$ cat config.mk
export PLATFORM = sky130hd
export DESIGN_NAME = rmst_cfg
export DESIGN_NICKNAME = d
export VERILOG_FILES = /design/src/design/rmst_pkg.sv /design/src/design/rmst_cfg.sv
export SDC_FILE = /design/constraint.sdc
export NUM_CORES = 1
export LEC_CHECK = 0
export BUFFER_PORTS_ARGS = -buffer_cell sky130_fd_sc_hd__buf_2
export CAP_MARGIN = 20
export CORE_ASPECT_RATIO = 1.1
export CORE_MARGIN = 3
export CORE_UTILIZATION = 35
export DETAILED_ROUTE_END_ITERATION = 6
export PLACE_DENSITY = 0.82
export SETUP_SLACK_MARGIN = 0.4
export SLEW_MARGIN = 5
export SYNTH_ARGS = -nofsm -noshare
export SYNTH_HDL_FRONTEND = slang
export SYNTH_SLANG_ARGS = --single-unit
$ cat constraint.sdc
create_clock -name clk -period 1.7 [get_ports clk]
set_input_delay 0.255 -clock clk [delete_from_list [all_inputs] [get_ports clk]]
set_output_delay 0.255 -clock clk [all_outputs]
set_load 0.01 [all_outputs]
$ cat src/design/rmst_pkg.sv
package rmst_pkg;

  // Tree geometry
  localparam int MAX_POSITIONS = 1024;
  localparam int LEAF_W        = $clog2(MAX_POSITIONS);
  localparam int NODE_W        = LEAF_W + 1;        // node index, entries 0 .. 2*MAX-1
  localparam int WALK_W        = NODE_W + 1;        // query bounds during the walk
  localparam int TREE_DEPTH    = 2 * MAX_POSITIONS;

  // Field widths
  localparam int POS_W   = 10;
  localparam int VAL_W   = 32;
  localparam int RANGE_W = 11;
  localparam int CNT_W   = 11;

  // Configuration port
  localparam int CFG_DW = 32;
  localparam int CFG_AW = 3;
  localparam logic [CFG_AW-3:0] REG_POSITIONS_IN_USE = '0;

  typedef logic signed [VAL_W-1:0] value_t;

  localparam value_t INT_MAX = 32'sh7FFF_FFFF;

  typedef enum logic {
    CMD_UPDATE = 1'b0,
    CMD_QUERY  = 1'b1
  } cmd_t;

  // One write and two reads per cycle into the tree memory
  typedef struct packed {
    logic              we;
    logic [NODE_W-1:0] waddr;
    value_t            wdata;
    logic [NODE_W-1:0] raddr_a;
    logic [NODE_W-1:0] raddr_b;
  } mem_req_t;

  function automatic value_t smin(value_t a, value_t b);
    return (a < b) ? a : b;
  endfunction

endpackage

$ cat src/design/rmst_cfg.sv
module rmst_cfg
  import rmst_pkg::*;
(
  input  logic              clk,
  input  logic              rst_n,
  input  logic              cfg_psel,
  input  logic              cfg_penable,
  input  logic              cfg_pwrite,
  input  logic [CFG_AW-1:0] cfg_paddr,
  input  logic [CFG_DW-1:0] cfg_pwdata,
  output logic [CFG_DW-1:0] cfg_prdata,
  output logic              cfg_pready,
  output logic [CNT_W-1:0]  positions_in_use
);

  logic [CNT_W-1:0] piu_r;
  logic [CNT_W-1:0] piu_nxt;
  logic [CNT_W-1:0] wr_val;
  logic             wr_en;

  assign wr_en  = cfg_psel && cfg_penable && cfg_pwrite && cfg_pready &&
                  (cfg_paddr[CFG_AW-1:2] == REG_POSITIONS_IN_USE);
  assign wr_val = cfg_pwdata[CNT_W-1:0];

  // saturate into 1 .. MAX_POSITIONS
  always_comb begin
    piu_nxt = piu_r;
    if (wr_en) begin
      priority if (wr_val == '0) begin
        piu_nxt = CNT_W'(1);
      end else if (wr_val > CNT_W'(MAX_POSITIONS)) begin
        piu_nxt = CNT_W'(MAX_POSITIONS);
      end else begin
        piu_nxt = wr_val;
      end
    end
  end

  always_ff @(posedge clk) begin
    if (!rst_n) begin
      piu_r <= CNT_W'(MAX_POSITIONS);
    end else begin
      piu_r <= piu_nxt;
    end
  end

  assign cfg_pready       = 1'b1;
  assign cfg_prdata       = CFG_DW'(piu_r);
  assign positions_in_use = piu_r;

endmodule

=== Yosys cells after proc, flatten, opt, wreduce, memory -nomap -nowiden ===
Index checks and enable logic that the tools add are counted.

* Input port bits: 40
* Register bits after elaboration: 11
* Word-level logic and storage cells: 9
* Output and inout bits: 44

* Bitwise operators: 1
* Reduce and logical (&&, ||, !) cells: 4
* Mux-type cells: 2
* $lt $le $gt $ge: 1

{| class="wikitable"
|+ Operators by type and width
! cell !! number
|-
| $mux W11 || 2
|-
| $gt A11 B11 Y1 const B || 1
|-
| $logic_not A11 Y1 || 1
|-
| $logic_and A1 B1 Y1 || 3
|-
| $not A1 Y1 || 1
|}

=== Depth between registers and ports, before layout ===
* Word-level depth: 3
* Gate-level depth with buffers: 4
* Mapped depth without buffers: 3

=== Worst setup path after synthesis ===
OpenSTA, ideal clock, no wires.

* Path kind: input to register
* From: input port cfg_paddr[2]
* To: register piu_r[6], in the netlist positions_in_use[6]
* Buffers on the path: 0
* Cell stages on the path: 3
* Setup slack: 0.748 ns
* Setup time: 0.117 ns
* Arrival time: 0.834 ns
* Required time: 1.583 ns
* Cells stage by stage: nand4b_4 and2_1 a32o_1

* Word-level cells in the longest chain between the ends: 2

{| class="wikitable"
|+ Ends and longest elaborated chain
! what !! line !! text
|-
| from (decl) || rmst_cfg.sv:9 || <nowiki>input logic [CFG_AW-1:0] cfg_paddr,</nowiki>
|-
| $not A1 Y1 || rmst_cfg.sv:22 || <nowiki>(cfg_paddr[CFG_AW-1:2] == REG_POSITIONS_IN_USE);</nowiki>
|-
| $logic_and A1 B1 Y1 || rmst_cfg.sv:21 || <nowiki>assign wr_en = cfg_psel && cfg_penable && cfg_pwrite && cfg_pready &&</nowiki>
|-
| to (signal assigned) || rmst_cfg.sv:41 || <nowiki>piu_r <= CNT_W'(MAX_POSITIONS);</nowiki>
|-
| to (signal assigned) || rmst_cfg.sv:43 || <nowiki>piu_r <= piu_nxt;</nowiki>
|-
| to (decl) || rmst_cfg.sv:16 || <nowiki>logic [CNT_W-1:0] piu_r;</nowiki>
|}

No other way between the ends.
A chain may end at the register's enable or synchronous reset.

=== Worst setup path after layout ===
* From: register piu_r[9], in the netlist positions_in_use[9]
* To: output port cfg_prdata[9]

{| class="wikitable"
|+ RTL lines
! what !! line !! text
|-
| to (decl) || rmst_cfg.sv:11 || <nowiki>output logic [CFG_DW-1:0] cfg_prdata,</nowiki>
|}

No word-level cell between the ends.

==> results.md <==
* WP depth at 1
* Initial core utilization at 39.41%
* Detailed-route via count at 597
* Synth Instances at 86
* Cell Chain, Critical Path: buf_2
* Gr ovfl total at 0
* Peak VDD IR at 0.0002954 V
* Port Buffer Count at 38
* Hold Buf Count CTS at 0
* Count of cell types in the netlist at 21
* WP buf/inv at 1
* R2R Path End: positions_in_use[6]$_SDFFE_PN0P_
* Clock tree buffer depth at 2
* Post-CTS setup buffer count at 0
* Max cap viols at 0
* Sequential area share after synthesis at 29.38%
* RSZ-0062 raised after global routing: false
* Fin Setup TNS at 0 ns
* Vias per cell at 4.264
* Chip Height at 54.54 um
* Final GP Congestion at 0.7046
* Post-CTS resize count at 0
* First-pass GRT wire length at 2139 um
* CP arrival at 0.75 ns
* Cell area after synthesis at 749.5 um2
* Initial DRC count at 10
* Worst Path Max Fanout at 3
* Hold Path Cell Cnt at 2
* Antenna Cells at 0
* CTS buffer count at 3
* Die Width at 50.12 um
* #FFs+latches synth at 11
* R2R cell count at 1
* Core Region at 0.001902 mm2
* CP peak stage delay at 0.35 ns
* Die area at 0.002733 mm2
* Vias in the first global route at 523
* Slowest cell on crit path: dfxtp_1
* Outcome: completed
* Syn Area/Cell at 8.715 um2
* Synth Area in Simple Gates at 23.21%
* CP required at 1.44 ns
* XOR/XNOR Fraction of Synth Area at 0%
* CP Capture Point: cfg_prdata[9]
* Most common cell after layout, fill and taps aside: buf_2
* Layout cells sized above 1 at 38.05%
* Max-slew violations at 0
* HP Class: primary input to flop
* Post-Synth Adder-Cell Area at 0%
* Mux cell area share after synthesis at 0%
* WS Path Type: flop to primary output
* # IOs at 84
* Min Tclk post-route at 1.009 ns
* Worst-path clk slew at 0.07 ns
* Worst R2R Start: positions_in_use[6]$_SDFFE_PN0P_
* Drt drc at 0
* TritonCTS clock tree: yes
* Nets at 154
* GRT Total Usage at 10.38%
* Most frequent cells in the layout: buf_2 (38), conb_1 (22), dfxtp_1 (11)
* Row count at 16
* Detailed Routing Iterations Pass 1 at 4
* Compound-Gate Fraction of Synth Area at 11.35%
* Crit-path leading delay family: flip-flops
* Pwr Density at 638.6 mW/mm2
* Yosys warns at 0
* Largest net degree at the start of global routing at 13
* Final core occ at 42.70%
* Root buf cell: clkbuf_4
* WL/cell at 10.24 um
* Crit path launch type: flop
* Area Growth Syn to Fin at 8.347%
* Reg2Reg Setup Slack at 1.08 ns
* Initial antenna violation count at 0
* H-tree depth at 1
* Clock latency on the worst-skew pair at 0.26 ns
* Worst Hold Slack at 0.2508 ns
* Combinational family with the most area after synthesis: buffers and inverters
* Final setup viols at 0
* Detail Route Antenna Nets at 0
* Crit path from: positions_in_use[9]$_SDFFE_PN0P_
* FMAX at 991.5 MHz
* Routed Wire Length at 1433 um
* Setup Skew at 0 ns
* Critical Path End Type: primary output
* Max FFs per register at 11
* Fin crit share at 59.33%
* Final hold vios at 0
* DP Wirelength at 1158 um
* Pleak at 0.4198 nW
* Clock sink total at 11
## synth_stat cells
cell | number | area share [%]
nor3_1 | 1 | 0.67
nand4b_4 | 1 | 3.2
a21boi_0 | 2 | 2.0
and2_1 | 1 | 0.84
nor2_1 | 3 | 1.5
a21boi_1 | 5 | 5.0
nor4_1 | 1 | 0.84
a32o_1 | 2 | 2.7
nand3_1 | 2 | 1.3
buf_6 | 1 | 1.5
buf_4 | 33 | 33
nor2b_1 | 1 | 0.84
dfxtp_1 | 11 | 29
o211ai_1 | 1 | 1.0
nand3b_1 | 7 | 7.0
clkbuf_1 | 1 | 0.50
nand2_1 | 8 | 4.0
and4b_4 | 1 | 1.8
o21ai_0 | 1 | 0.67
conb_1 | 2 | 1.0
nand4b_1 | 1 | 1.2
## how the worst min path moves through the flow
stage	start	end	slack (ns)
floorplan	cfg_pwdata[6]	positions_in_use[6]$_SDFFE_PN0P_	0.41
global placement	positions_in_use[1]$_SDFFE_PN0P_	positions_in_use[1]$_SDFFE_PN0P_	0.44
detailed placement	positions_in_use[2]$_SDFFE_PN0P_	positions_in_use[2]$_SDFFE_PN0P_	0.45
CTS	cfg_pwdata[6]	positions_in_use[6]$_SDFFE_PN0P_	0.24
global route	cfg_pwdata[6]	positions_in_use[6]$_SDFFE_PN0P_	0.25
finish	cfg_pwdata[6]	positions_in_use[6]$_SDFFE_PN0P_	0.25
## final cells by class
class / count / area [um2]
clock buffer: 4 / 26.28
fill: 208 / 1090
multi-input combinational: 60 / 341.6
sequential: 11 / 220.2
tap: 27 / 33.78
timing repair buffer: 38 / 190.2
## where the power goes
part           internal [W]  switching [W]  total [W]
clock network     0.0000907      0.0000816   0.000172
registers          0.000261     0.00000210   0.000263
logic             0.0000301      0.0000531  0.0000832
total              0.000382       0.000137   0.000519
## metal layers
layer / up-vias / part of all wire [%] / track usage, %
li1: 287 / - / -
met1: 267 / 38 / 10.60
met2: 43 / 48 / 18.26
met3: 0 / 14 / 3.542
met4: 0 / 0 / 6.912
met5: - / 0 / 0
## stage by stage
step	cells	power (W)	instance area [um2]	worst slack, ns
5_1_grt	140	0.0005503	812.0	0.6355
4_1_cts	140	0.0005263	812.0	0.6707
3_3_place_gp	136	0.0003491	785.8	0.5842
2_1_floorplan	106	0.0003579	824.5	0.7484
6_report	140	0.0005185	812.0	0.6914
3_5_place_dp	136	0.0003510	785.8	0.5660
## cells by family after synthesis
| group | after synthesis |
|---|---|
| buf+inv | 35 |
| simple gates | 27 |
| compound gates | 11 |
| flops | 11 |
| other cells | 2 |
Power figures use the tool's default switching activity.
