File: src/design/rmst_pkg.sv
package rmst_pkg;

  // Tree geometry
  localparam int MAX_POSITIONS = 1024;
  localparam int LEAF_W        = $clog2(MAX_POSITIONS);
  localparam int NODE_W        = LEAF_W + 1;        // node index, entries 0 .. 2*MAX-1
  localparam int WALK_W        = NODE_W + 1;        // query bounds during the walk
  localparam int TREE_DEPTH    = 2 * MAX_POSITIONS;

  // Field widths
  localparam int POS_W   = 10;
  localparam int VAL_W   = 32;
  localparam int RANGE_W = 11;
  localparam int CNT_W   = 11;

  // Configuration port
  localparam int CFG_DW = 32;
  localparam int CFG_AW = 3;
  localparam logic [CFG_AW-3:0] REG_POSITIONS_IN_USE = '0;

  typedef logic signed [VAL_W-1:0] value_t;

  localparam value_t INT_MAX = 32'sh7FFF_FFFF;

  typedef enum logic {
    CMD_UPDATE = 1'b0,
    CMD_QUERY  = 1'b1
  } cmd_t;

  // One write and two reads per cycle into the tree memory
  typedef struct packed {
    logic              we;
    logic [NODE_W-1:0] waddr;
    value_t            wdata;
    logic [NODE_W-1:0] raddr_a;
    logic [NODE_W-1:0] raddr_b;
  } mem_req_t;

  function automatic value_t smin(value_t a, value_t b);
    return (a < b) ? a : b;
  endfunction

endpackage

File: src/design/rmst_seq.sv
module rmst_seq
  import rmst_pkg::*;
(
  input  logic               clk,
  input  logic               rst_n,
  input  logic [CNT_W-1:0]   positions_in_use,
  input  logic               in_tvalid,
  output logic               in_tready,
  input  cmd_t               in_cmd,
  input  logic [POS_W-1:0]   in_position,
  input  value_t             in_new_value,
  input  logic [RANGE_W-1:0] in_range_start,
  input  logic [RANGE_W-1:0] in_range_end,
  output logic               out_tvalid,
  input  logic               out_tready,
  output value_t             out_range_minimum,
  output mem_req_t           mem_req,
  input  value_t             rd_a,
  input  value_t             rd_b
);

  typedef enum logic [4:0] {
    S_CLEAR = 5'b00001,
    S_IDLE  = 5'b00010,
    S_UPD   = 5'b00100,
    S_QRY   = 5'b01000,
    S_QEND  = 5'b10000
  } state_t;

  state_t            state_r,    state_nxt;
  logic [NODE_W-1:0] clr_r,      clr_nxt;
  logic              s1_act_r,   s1_act_nxt;
  logic              s2_act_r,   s2_act_nxt;
  logic              out_vld_r,  out_vld_nxt;

  // payload
  logic [NODE_W-1:0] k_r,        k_nxt;
  value_t            cur_r,      cur_nxt;
  logic [WALK_W-1:0] lo_r,       lo_nxt;
  logic [WALK_W-1:0] hi_r,       hi_nxt;
  logic              s1_va_r,    s1_va_nxt;
  logic              s1_vb_r,    s1_vb_nxt;
  value_t            pair_r,     pair_nxt;
  value_t            res_r,      res_nxt;
  value_t            out_data_r, out_data_nxt;

  logic              accept;
  logic [NODE_W-1:0] leaf;
  logic [NODE_W-1:0] parent;
  logic [RANGE_W-1:0] end_clip;
  logic [WALK_W-1:0] hi_dec;
  value_t            up_min;
  logic              out_free;

  assign in_tready = (state_r == S_IDLE);
  assign accept    = in_tvalid && in_tready;
  assign leaf      = NODE_W'(MAX_POSITIONS) + NODE_W'(in_position);
  assign parent    = k_r >> 1;
  assign up_min    = smin(cur_r, rd_a);
  assign end_clip  = (in_range_end > RANGE_W'(positions_in_use)) ?
                     RANGE_W'(positions_in_use) : in_range_end;
  assign hi_dec    = hi_r - WALK_W'(hi_r[0]);
  assign out_free  = !out_vld_r || out_tready;

  always_comb begin
    state_nxt    = state_r;
    clr_nxt      = clr_r;
    k_nxt        = k_r;
    cur_nxt      = cur_r;
    lo_nxt       = lo_r;
    hi_nxt       = hi_r;
    s1_act_nxt   = 1'b0;
    s1_va_nxt    = s1_va_r;
    s1_vb_nxt    = s1_vb_r;
    s2_act_nxt   = s1_act_r;
    pair_nxt     = pair_r;
    res_nxt      = res_r;
    out_vld_nxt  = out_vld_r && !out_tready;
    out_data_nxt = out_data_r;
    mem_req      = '0;

    // query datapath: masked pair minimum, then fold into the running minimum
    if (s1_act_r) begin
      pair_nxt = smin(s1_va_r ? rd_a : INT_MAX, s1_vb_r ? rd_b : INT_MAX);
    end
    if (s2_act_r) begin
      res_nxt = smin(res_r, pair_r);
    end

    unique case (state_r)
      S_CLEAR: begin
        mem_req.we    = 1'b1;
        mem_req.waddr = clr_r;
        mem_req.wdata = '0;
        clr_nxt       = clr_r + NODE_W'(1);
        if (clr_r == NODE_W'(TREE_DEPTH - 1)) begin
          state_nxt = S_IDLE;
        end
      end
      S_IDLE: begin
        if (accept) begin
          if (in_cmd == CMD_UPDATE) begin
            if (CNT_W'(in_position) < positions_in_use) begin
              // leaf write and sibling read in the transfer cycle
              mem_req.we      = 1'b1;
              mem_req.waddr   = leaf;
              mem_req.wdata   = in_new_value;
              mem_req.raddr_a = leaf ^ NODE_W'(1);
              k_nxt           = leaf;
              cur_nxt         = in_new_value;
              state_nxt       = S_UPD;
            end
          end else begin
            lo_nxt    = WALK_W'(in_range_start) + WALK_W'(MAX_POSITIONS);
            hi_nxt    = WALK_W'(end_clip) + WALK_W'(MAX_POSITIONS);
            res_nxt   = INT_MAX;
            state_nxt = S_QRY;
          end
        end
      end
      S_UPD: begin
        mem_req.we      = 1'b1;
        mem_req.waddr   = parent;
        mem_req.wdata   = up_min;
        mem_req.raddr_a = parent ^ NODE_W'(1);
        cur_nxt         = up_min;
        k_nxt           = parent;
        if (parent == NODE_W'(1)) begin
          state_nxt = S_IDLE;
        end
      end
      S_QRY: begin
        if (lo_r < hi_r) begin
          mem_req.raddr_a = lo_r[NODE_W-1:0];
          mem_req.raddr_b = hi_dec[NODE_W-1:0];
          s1_act_nxt      = 1'b1;
          s1_va_nxt       = lo_r[0];
          s1_vb_nxt       = hi_r[0];
          lo_nxt          = (lo_r + WALK_W'(lo_r[0])) >> 1;
          hi_nxt          = hi_dec >> 1;
        end else begin
          state_nxt = S_QEND;
        end
      end
      S_QEND: begin
        if (!s1_act_r && !s2_act_r && out_free) begin
          out_vld_nxt  = 1'b1;
          out_data_nxt = res_r;
          state_nxt    = S_IDLE;
        end
      end
      default: begin
        state_nxt = S_IDLE;
      end
    endcase
  end

  always_ff @(posedge clk) begin
    if (!rst_n) begin
      state_r   <= S_CLEAR;
      clr_r     <= '0;
      s1_act_r  <= 1'b0;
      s2_act_r  <= 1'b0;
      out_vld_r <= 1'b0;
    end else begin
      state_r   <= state_nxt;
      clr_r     <= clr_nxt;
      s1_act_r  <= s1_act_nxt;
      s2_act_r  <= s2_act_nxt;
      out_vld_r <= out_vld_nxt;
    end
  end

  always_ff @(posedge clk) begin
    k_r        <= k_nxt;
    cur_r      <= cur_nxt;
    lo_r       <= lo_nxt;
    hi_r       <= hi_nxt;
    s1_va_r    <= s1_va_nxt;
    s1_vb_r    <= s1_vb_nxt;
    pair_r     <= pair_nxt;
    res_r      <= res_nxt;
    out_data_r <= out_data_nxt;
  end

  assign out_tvalid        = out_vld_r;
  assign out_range_minimum = out_data_r;

  // the climb never reads the node it writes in the same cycle
  a_no_rw_overlap: assert property (@(posedge clk) disable iff (!rst_n)
    (state_r == S_UPD) |-> (mem_req.waddr != mem_req.raddr_a))
    else $error("tree read and write hit the same node");

  // the climb stays below the root
  a_climb_above_root: assert property (@(posedge clk) disable iff (!rst_n)
    (state_r == S_UPD) |-> (k_r > NODE_W'(1)))
    else $error("update climbed past the root");

  // only a finished query raises a result
  a_result_from_query: assert property (@(posedge clk) disable iff (!rst_n)
    $rose(out_vld_r) |-> $past(state_r == S_QEND))
    else $error("result raised outside query end");

  // no result is loaded while the read pipeline still holds data
  a_drained: assert property (@(posedge clk) disable iff (!rst_n)
    (state_r == S_QEND && state_nxt == S_IDLE) |-> (!s1_act_r && !s2_act_r))
    else $error("query result taken before pipeline drained");

endmodule

File: config.mk
export PLATFORM = sky130hd
export DESIGN_NAME = rmst_seq
export DESIGN_NICKNAME = d
export VERILOG_FILES = /design/src/design/rmst_pkg.sv /design/src/design/rmst_seq.sv
export SDC_FILE = /design/constraint.sdc
export NUM_CORES = 1
export LEC_CHECK = 0
export BUFFER_PORTS_ARGS = -buffer_cell sky130_fd_sc_hd__buf_2
export CAP_MARGIN = 25
export CORE_MARGIN = 8
export CORE_UTILIZATION = 50
export CTS_CLUSTER_DIAMETER = 200
export DETAILED_ROUTE_END_ITERATION = 6
export PLACE_DENSITY = 0.74
export SKIP_LAST_GASP = 1
export SLEW_MARGIN = 20
export SYNTH_ARGS = -nofsm -noshare
export SYNTH_HDL_FRONTEND = slang
export SYNTH_SLANG_ARGS = --single-unit
File: constraint.sdc
create_clock -name clk -period 4.18 [get_ports clk]
set_input_delay 0.418 -clock clk [delete_from_list [all_inputs] [get_ports clk]]
set_output_delay 0.418 -clock clk [all_outputs]
set_load 0.005 [all_outputs]
# Word level (Yosys, flattened, before mapping)
# Cells that the tools add are included.
# totals
ff_bits,184
in_bits,144
elab_cells,106
# classes
mux,44
addsub,6
n_eq_ne,17
reduce_logical,17
bitwise,2
n_lt_le_gt_ge,6
# ops
cell,n
two-way mux 32 bit,12
two-way mux 55 bit,3
case mux 44 bit (3 select lines),1
less-than comparator 32 bit,3
two-way mux 12 bit,6
case mux 32 bit (2 select lines),1
two-way mux 11 bit,5
case mux 12 bit (2 select lines),2
two-way mux 5 bit,7
case mux 11 bit (3 select lines),1
case mux 5 bit (5 select lines),1
adder 11 x 11 -> 12 bit (second input constant),2
two-way mux 22 bit,1
case mux 11 bit (2 select lines),1
adder 12 x 1 -> 12 bit,1
less-than comparator 12 bit,1
!= test 2 bit (second input constant),6
subtractor 12 x 1 -> 12 bit,1
adder 11 x 1 -> 11 bit (second input constant),1
adder 11 x 10 -> 11 bit (first input constant),1
equality test 11 bit (second input constant),1
> comparator 11 bit,1
less-than comparator 10 x 11 -> 1 bit,1
equality test 10 x 1 -> 1 bit (second input constant),1
16 further kinds,31

# Longest topological paths before layout
# Gate-level depths: netlist of run 1.
# depth
ltp_word,6
depth_mapped,12

# Worst setup path after synthesis of run 1
# No wires, ideal clock.
# synth_path
kind,input -> register
start,in positions_in_use[8]
end,reg cur_r[0] (enable)
path_buffers,2
t_required_ns,3.780
setup_ns,0.400
slack_ns,0.734
path_stages,11
t_arrival_ns,3.046
path_cell_list,inv_1 ha_1 a21o_1 a211o_1 a211oi_1 a211o_1 and3b_1 clkbuf_1 buf_2 inv_1 nand2_1
# synth_between
elab_chain_len,3
# synth_lines
element,line,rtl
"start, declared",rmst_seq.sv:6,"input logic [CNT_W-1:0] positions_in_use,"
less-than comparator 10 x 11 -> 1 bit,rmst_seq.sv:103,if (CNT_W'(in_position) < positions_in_use) begin
!= test 2 x 1 -> 1 bit (no line),--,
AND reduction 4 bit (no line),--,
"end signal, assigned",rmst_seq.sv:176,cur_r <= cur_nxt;
"end, declared",rmst_seq.sv:38,"value_t cur_r, cur_nxt;"
# Every way passes these cells.
# A chain may end at the register's enable or synchronous reset.

==> results of run 1 <==
[cells in the final DEF (no fill, tap or decap), types with 7 or more instances in the layout]
cell type | netlist | final
a21boi_0 | 14 | 14
a21o_1 | 12 | 12
a21oi_1 | 39 | 39
a221o_1 | 62 | 62
and2_1 | 77 | 77
and3_1 | 17 | 17
buf_2 | 4 | 242
buf_4 | 1 | 21
clkbuf_16 | 0 | 18
dfxtp_1 | 51 | 51
edfxtp_1 | 132 | 132
ha_1 | 126 | 126
inv_1 | 123 | 123
mux2_2 | 11 | 11
mux2i_1 | 35 | 35
nand2_1 | 170 | 169
nand2b_1 | 8 | 8
nand3_1 | 28 | 28
nand4_1 | 31 | 31
nor2_1 | 20 | 20
nor2b_1 | 68 | 67
nor3_1 | 7 | 7
o211ai_1 | 31 | 31
o21ai_0 | 31 | 31
o22a_1 | 10 | 10
xnor2_1 | 9 | 8
xor2_1 | 8 | 8
[where the power goes]
group	internal (mW)	leakage, nW	total [mW]	switching [mW]
Sequential	1.96	1.68	1.98	0.0207
Clock	0.860	0.305	1.68	0.815
Combinational	0.227	4.91	0.484	0.257
[final timing paths]
kind                                          from                  end  slack [ns]  cells past startpoint
worst min register to register   hi_r[0]$_DFFE_PP_    s1_vb_r$_DFFE_PP_        0.45                      0
worst min-delay path                        in_cmd    res_r[31]$_DFF_P_        0.26                      2
worst max register to register   s1_vb_r$_DFFE_PP_  pair_r[8]$_DFFE_PP_        0.61                     10
worst max-delay path            cur_r[1]$_DFFE_PP_          mem_req[39]        0.34                      8
[per-stage QoR]
stage               hold slack [ns]  setup slack [ns]  std cells
finish                        0.256             0.338       1806
global route                  0.239            0.0832       1805
CTS                           0.239             0.198       1801
detailed placement            0.437             0.502       1769
global placement              0.444             0.631       1769
floorplan                     0.421             0.734       1239
[worst reg2reg max path, stage by stage, from the launching register on]
cell and delay, ns:
edfxtp_1 0.93, nor2b_1 0.32, ha_1 0.29, a21oi_1 0.15, nand2_1 0.07, o21ai_0 0.16
o211ai_1 0.16, a2111oi_2 0.50, xnor2_2 0.17, buf_4 0.40, mux2i_1 0.27
[metal layers]
| metal | wire length [µm] | vias up |
|---|---|---|
| met1 | 14300 | 4702 |
| met2 | 15000 | 338 |
| met4 | 901 | 2 |
| li1 | - | 4954 |
| met5 | 13 | - |
| met3 | 1890 | 61 |
[flip-flops by register name, indices dropped and copies added (netlist names)]
name	flops
cur_r	32
out_range_minimum	32
pair_r	32
res_r	32
hi_r	12
lo_r	12
clr_r	11
k_r	10
state_r	5
out_tvalid	1
s1_act_r	1
s1_va_r	1
s1_vb_r	1
s2_act_r	1
[final cells by class]
class / instances / share of cell area
multi-input cells: 875 / 0.447
flip-flops and latches: 183 / 0.350
inverters: 123 / 0.0324
clock buffers: 18 / 0.0316
repair buffers: 264 / 0.0974
well taps: 324 / 0.0284
diodes: 5 / 0.000877
clock inverters: 14 / 0.0131
[timing repair]
action | 4_1_cts | 5_1_grt
endpoints found under the setup margin | 0 | 32
resized for setup | 0 | 1
endpoints found under the hold margin | 0 | 0
[logic make-up (layout without fill, tap and decap cells)]
family	after synthesis	after routing	synth area share
AOI/OAI and AO/OA	239	239	0.151
xor gates and xnor gates	17	17	0.0123
adders and majority gates	126	126	0.130
buffers and inverters	181	419	0.0655
DFF	183	183	0.412
muxes	46	46	0.0391
other	1	6	0.000310
and+or+nand+nor	446	446	0.190
==> results.tsv, run 1 <==
metric	value	unit
status	completed	
crit path launch type	register	
vias in the first global route	9922	
# fillers	2120	
hold_buf cts	0	
GRT Total Usage	0.215	
RSZ-0062 raised after global routing	false	
Max Root-Sink Buffers	2	
top-area cell type share of the netlist area	0.327	
Post-DRT Antenna Nets	0	
total power	4.14	mW
cell family with most CP delay	compound AO/OA/AOI/OAI gates	
grt total ovfl	0	
met3 Use GR	0.0374	
# rows	57	
first-pass GRT wire length	50500	µm
CTS root buffer	clkbuf_16	
number of synthesis warnings	0	
WL/cell	17.8	µm
critical path data required time	3.76	ns
slew margin rel.	0.300	
Placement Cell Area	13600	µm²
CP max stage delay	0.48	ns
met1 GRT Util	0.289	
arrival time worst endpoint	3.42	ns
met2 Usage GRT	0.340	
CP Max Fanout	47	
clk sinks	183	
top cells by area, synth	edfxtp_1, ha_1, dfxtp_1	
Final HPWL DP	25300	µm
# port buffers	242	
Hold/Removal Path Class	in2reg	
DR vias	10100	
asr flop ratio synth	0	
Crit Path Class	reg2out	
final layout net count	1734	
Util after Layout	0.593	
CP cell instances	ha_1, a2111oi_2, o41ai_1, a211o_1, a222oi_1, nor2_4, a221o_2, buf_2	
CTS buffer count	17	
H-tree lvl count	4	
Storage cell area	4980	µm²
global routing's busiest layer	met2	
DRC	0	
core area	24000	µm²
setup total negative slack	0	ns
cells after synthesis	1239	
die footprint	29500	µm²
sequential element share of the synthesized area	0.412	
area of the multi-input gates	6370	µm²
width of the die	172	µm
# setup viols final	0	
layout cell share with drive strength beyond 1	0.218	
area leader, netlist	edfxtp_1	
die height	172	µm
Worst Max-Slew Pin Slew	1.05	ns
design area	14300	µm²
Critical Path End Type	output pin	
Yosys reg bits	183	
vias per cell	5.57	
CP max stage cell	a222oi_1	
initial antenna violation count	5	
post-synthesis cell type count	58	
Synth Net Count	1509	
final wirelength	32100	µm
post-CTS setup buffer count	0	
peak supply drop	0.235	mV
count leader, synth	nand2_1	
Area Growth Syn to Fin	17.7	%
fin crit period	3.84	ns
Mean Syn Cell Area	9.78	µm²
Skew-Pair Late Insertion Delay	0.43	ns
routability cong.	0.908	
Slew Viols, Final	0	
initial cell density of the core	0.504	
EDFF count, synth	132	
Final Hold Viols	0	
1st-pass router iterations	5	
I/O pin cnt	244	
clock slew at reported path FFs	0.08	ns
period utilization	0.919	
leakage	6.89	nW
skew final	0.0170	ns
f_max	0.260	GHz
Max-Cap Viols	0	
mapped cell area	12100	µm²
PD cells	290	nW/µm²
most used flip-flop cell after synthesis	edfxtp_1	
top post-synthesis cells by count	nand2_1, edfxtp_1, ha_1	
first-iteration detailed-routing DRC count	801	
CP Buf/Inv Count	1	
CTS tree	yes	
largest net degree at the start of global routing	48	
Note: power is estimated with default switching activity, not from simulation.
==> run 2: changes to the inputs <==
--- a/config.mk
+++ b/config.mk
@@ -11,7 +11,7 @@
 export CORE_UTILIZATION = 50
 export CTS_CLUSTER_DIAMETER = 200
 export DETAILED_ROUTE_END_ITERATION = 6
-export PLACE_DENSITY = 0.74
+export PLACE_DENSITY_LB_ADDON = 0.15
 export SKIP_LAST_GASP = 1
 export SLEW_MARGIN = 20
 export SYNTH_ARGS = -nofsm -noshare
==> run 2 against run 1 <==
- clock power about the same
- wire length decreased by 0.59%
- worst hold slack lost 0.015 ns
- register-to-register slack got worse by 0.08 ns
- via count fell by 0.81%
- fmax increased by 0.28%
- combinational power about the same
- sequential power hardly changed
- total power shrank 0.12%
- cell count shrank 0.11%
- setup slack better by 0.011 ns
- the flow now finishes with violations (DRC)
==> results.tsv, run 2 (synthesis gave the netlist of run 1 again) <==
metric	value	unit	change
Hold/Removal Path Class	in2reg		unchanged
core area	24000	µm²	unchanged
fin worst setup slack	0.349	ns	was 0.338 ns
Placement Cell Area	13600	µm²	about the same
# rows	57		unchanged
post-cts sizing count	0		unchanged
initial cell density of the core	0.504		unchanged
CP cell instances	ha_1, a2111oi_2, o41ai_1, a211o_1, a222oi_1, and2_2, buf_4, a221o_1, buf_2		was ha_1, a2111oi_2, o41ai_1, a211o_1, a222oi_1, nor2_4, a221o_2, buf_2
design area	14300	µm²	about the same
CP Max Fanout	16		was 47
met2 wire len	14200	µm	was 15,000 µm
initial antenna violation count	5		unchanged
Max Root-Sink Buffers	2		unchanged
PD cells	290	nW/µm²	about the same
setup total negative slack	0	ns	unchanged
crit path to	mem_req[40]		was mem_req[39]
skew final	0.0132	ns	was 0.0170 ns
hold_buf cts	0		unchanged
largest net degree at the start of global routing	52		was 48
Net Sw Frac	0.261		was 0.264
fin crit period	3.83	ns	was 3.84 ns
vias per cell	5.53		was 5.57
CTS buffer count	17		unchanged
WL/cell	17.7	µm	was 17.8 µm
Hold Slack	0.241	ns	was 0.256 ns
dpl ws	0.597	ns	was 0.502 ns
status	complete, but fails checks		was completed
slew margin rel.	0.335		was 0.300
Critical Path End Type	output pin		unchanged
reg2reg end	pair_r[0]$_DFFE_PP_		was pair_r[8]$_DFFE_PP_
clock slew at reported path FFs	0.08	ns	about the same
cell family with most CP delay	compound AO/OA/AOI/OAI gates		unchanged
final layout net count	1734		unchanged
peak supply drop	0.245	mV	was 0.235 mV
clk sinks	183		unchanged
critical path data required time	3.76	ns	about the same
most common cell after layout, fill and taps aside	buf_2		unchanged
leakage	6.89	nW	about the same
metal3 WL	1960	µm	was 1890 µm
DR vias	9976		was 10,100
R2R setup slack	0.53	ns	was 0.61 ns
routability cong.	0.945		was 0.908
r2r worst-path depth	10		unchanged
die height	172	µm	unchanged
sequential power share	0.479		was 0.478
I/O pin cnt	244		unchanged
final wirelength	31900	µm	was 32,100 µm
1st-pass router iterations	7		was 5
DRC	1		was 0
die footprint	29500	µm²	unchanged
Worst Max-Slew Pin Slew	0.995	ns	was 1.05 ns
period utilization	0.917		was 0.919
CP startpoint	cur_r[1]$_DFFE_PP_		unchanged
# port buffers	242		unchanged
CP max stage cell	and2_2		was a222oi_1
layout cell share with drive strength beyond 1	0.218		unchanged
commonest non-fill, non-tap cells in the layout	buf_2, nand2_1, edfxtp_1		unchanged
Final HPWL DP	25000	µm	was 25,300 µm
violated checks	DRC		
GRT Total Usage	0.215		about the same
Post-DRT Antenna Nets	0		unchanged
f_max	0.261	GHz	was 0.260 GHz
first-iteration detailed-routing DRC count	584		was 801
Gate power share	0.117		about the same
Crit Path Class	reg2out		unchanged
Worst R2R Start	s1_vb_r$_DFFE_PP_		unchanged
Clock power frac	0.404		was 0.405
vias in the first global route	9698		was 9,922
cell count along the critical path	9		was 8
grt total ovfl	0		unchanged
RSZ-0062 raised after global routing	false		unchanged
DR top layer	met5		unchanged
first-pass GRT wire length	50200	µm	was 50,500 µm
CP Buf/Inv Count	2		was 1
metal1 wirelength	14900	µm	was 14,300 µm
Skew-Pair Late Insertion Delay	0.44	ns	was 0.43 ns
NetSw	1.08	mW	was 1.09 mW
Slew Viols, Final	0		unchanged
CTS tree	yes		unchanged
Max-Cap Viols	0		unchanged
CP max stage delay	0.46	ns	was 0.48 ns
Final Hold Viols	0		unchanged
CTS root buffer	clkbuf_16		unchanged
post-CTS setup buffer count	0		unchanged
H-tree lvl count	4		unchanged
Area Growth Syn to Fin	17.7	%	about the same
crit path launch type	register		unchanged
width of the die	172	µm	unchanged
cell-internal power	3.06	mW	was 3.05 mW
arrival time worst endpoint	3.41	ns	was 3.42 ns
# setup viols final	0		unchanged
[run 2: area by class of cell]
cell class,count,area (µm²)
Fill cell,2136,9780
Multi-Input combinational cell,875,6370
Sequential cell,183,4980
Timing Repair Buffer,264,1400
Inverter,123,462
Clock buffer,17,425
Tap cell,324,405
Clock inverter,15,198
Antenna cell,3,7.51
[run 2: through the flow]
stage               power [mW]  instances   util
CTS                       4.17       1801  0.593
detailed placement        2.50       1769  0.567
global route              4.29       1804  0.593
global placement          2.49       1769  0.567
finish                    4.13       1804  0.593
floorplan                 2.31       1239      -
[run 2: worst min path at each step]
stage	start	end	slack [ns]	cells after the start
final	in_cmd	res_r[31]$_DFF_P_	0.24	2
after global routing	in_cmd	res_r[31]$_DFF_P_	0.25	2
after CTS	in_cmd	res_r[31]$_DFF_P_	0.23	2
after detailed placement	res_r[21]$_DFF_P_	out_range_minimum[21]$_DFFE_PP_	0.46	0
after global placement	res_r[5]$_DFF_P_	out_range_minimum[5]$_DFFE_PP_	0.45	0
after floorplan	res_r[0]$_DFF_P_	out_range_minimum[0]$_DFFE_PP_	0.42	0
[run 2: layer usage]
layer	global-route usage	vias to the layer above
met1	0.299	4649
met3	0.0425	52
met5	0	-
li1	-	4942
met4	0.0707	4
met2	0.330	329
[run 2: power by group through the flow]
stage          registers [mW]  clock network [mW]  logic, mW
2_1_floorplan            2.01                   0      0.295
3_3_place_gp             2.02                   0      0.468
3_5_place_dp             2.02                   0      0.479
4_1_cts                  1.98                1.70      0.482
5_1_grt                  1.98                1.77      0.539
6_report                 1.98                1.67      0.483
[run 2: worst register-to-register path, delay by kind of cell, from the launching register on]
| kind | cells | cell delay [ns] |
|---|---|---|
| adders and majority gates | 1 | 0.33 |
| buffers and inverters | 2 | 0.69 |
| muxes | 1 | 0.26 |
| xor gates and xnor gates | 1 | 0.24 |
| DFF | 1 | 0.88 |
| AOI/OAI and AO/OA | 1 | 0.58 |
| and+or+nand+nor | 4 | 0.50 |
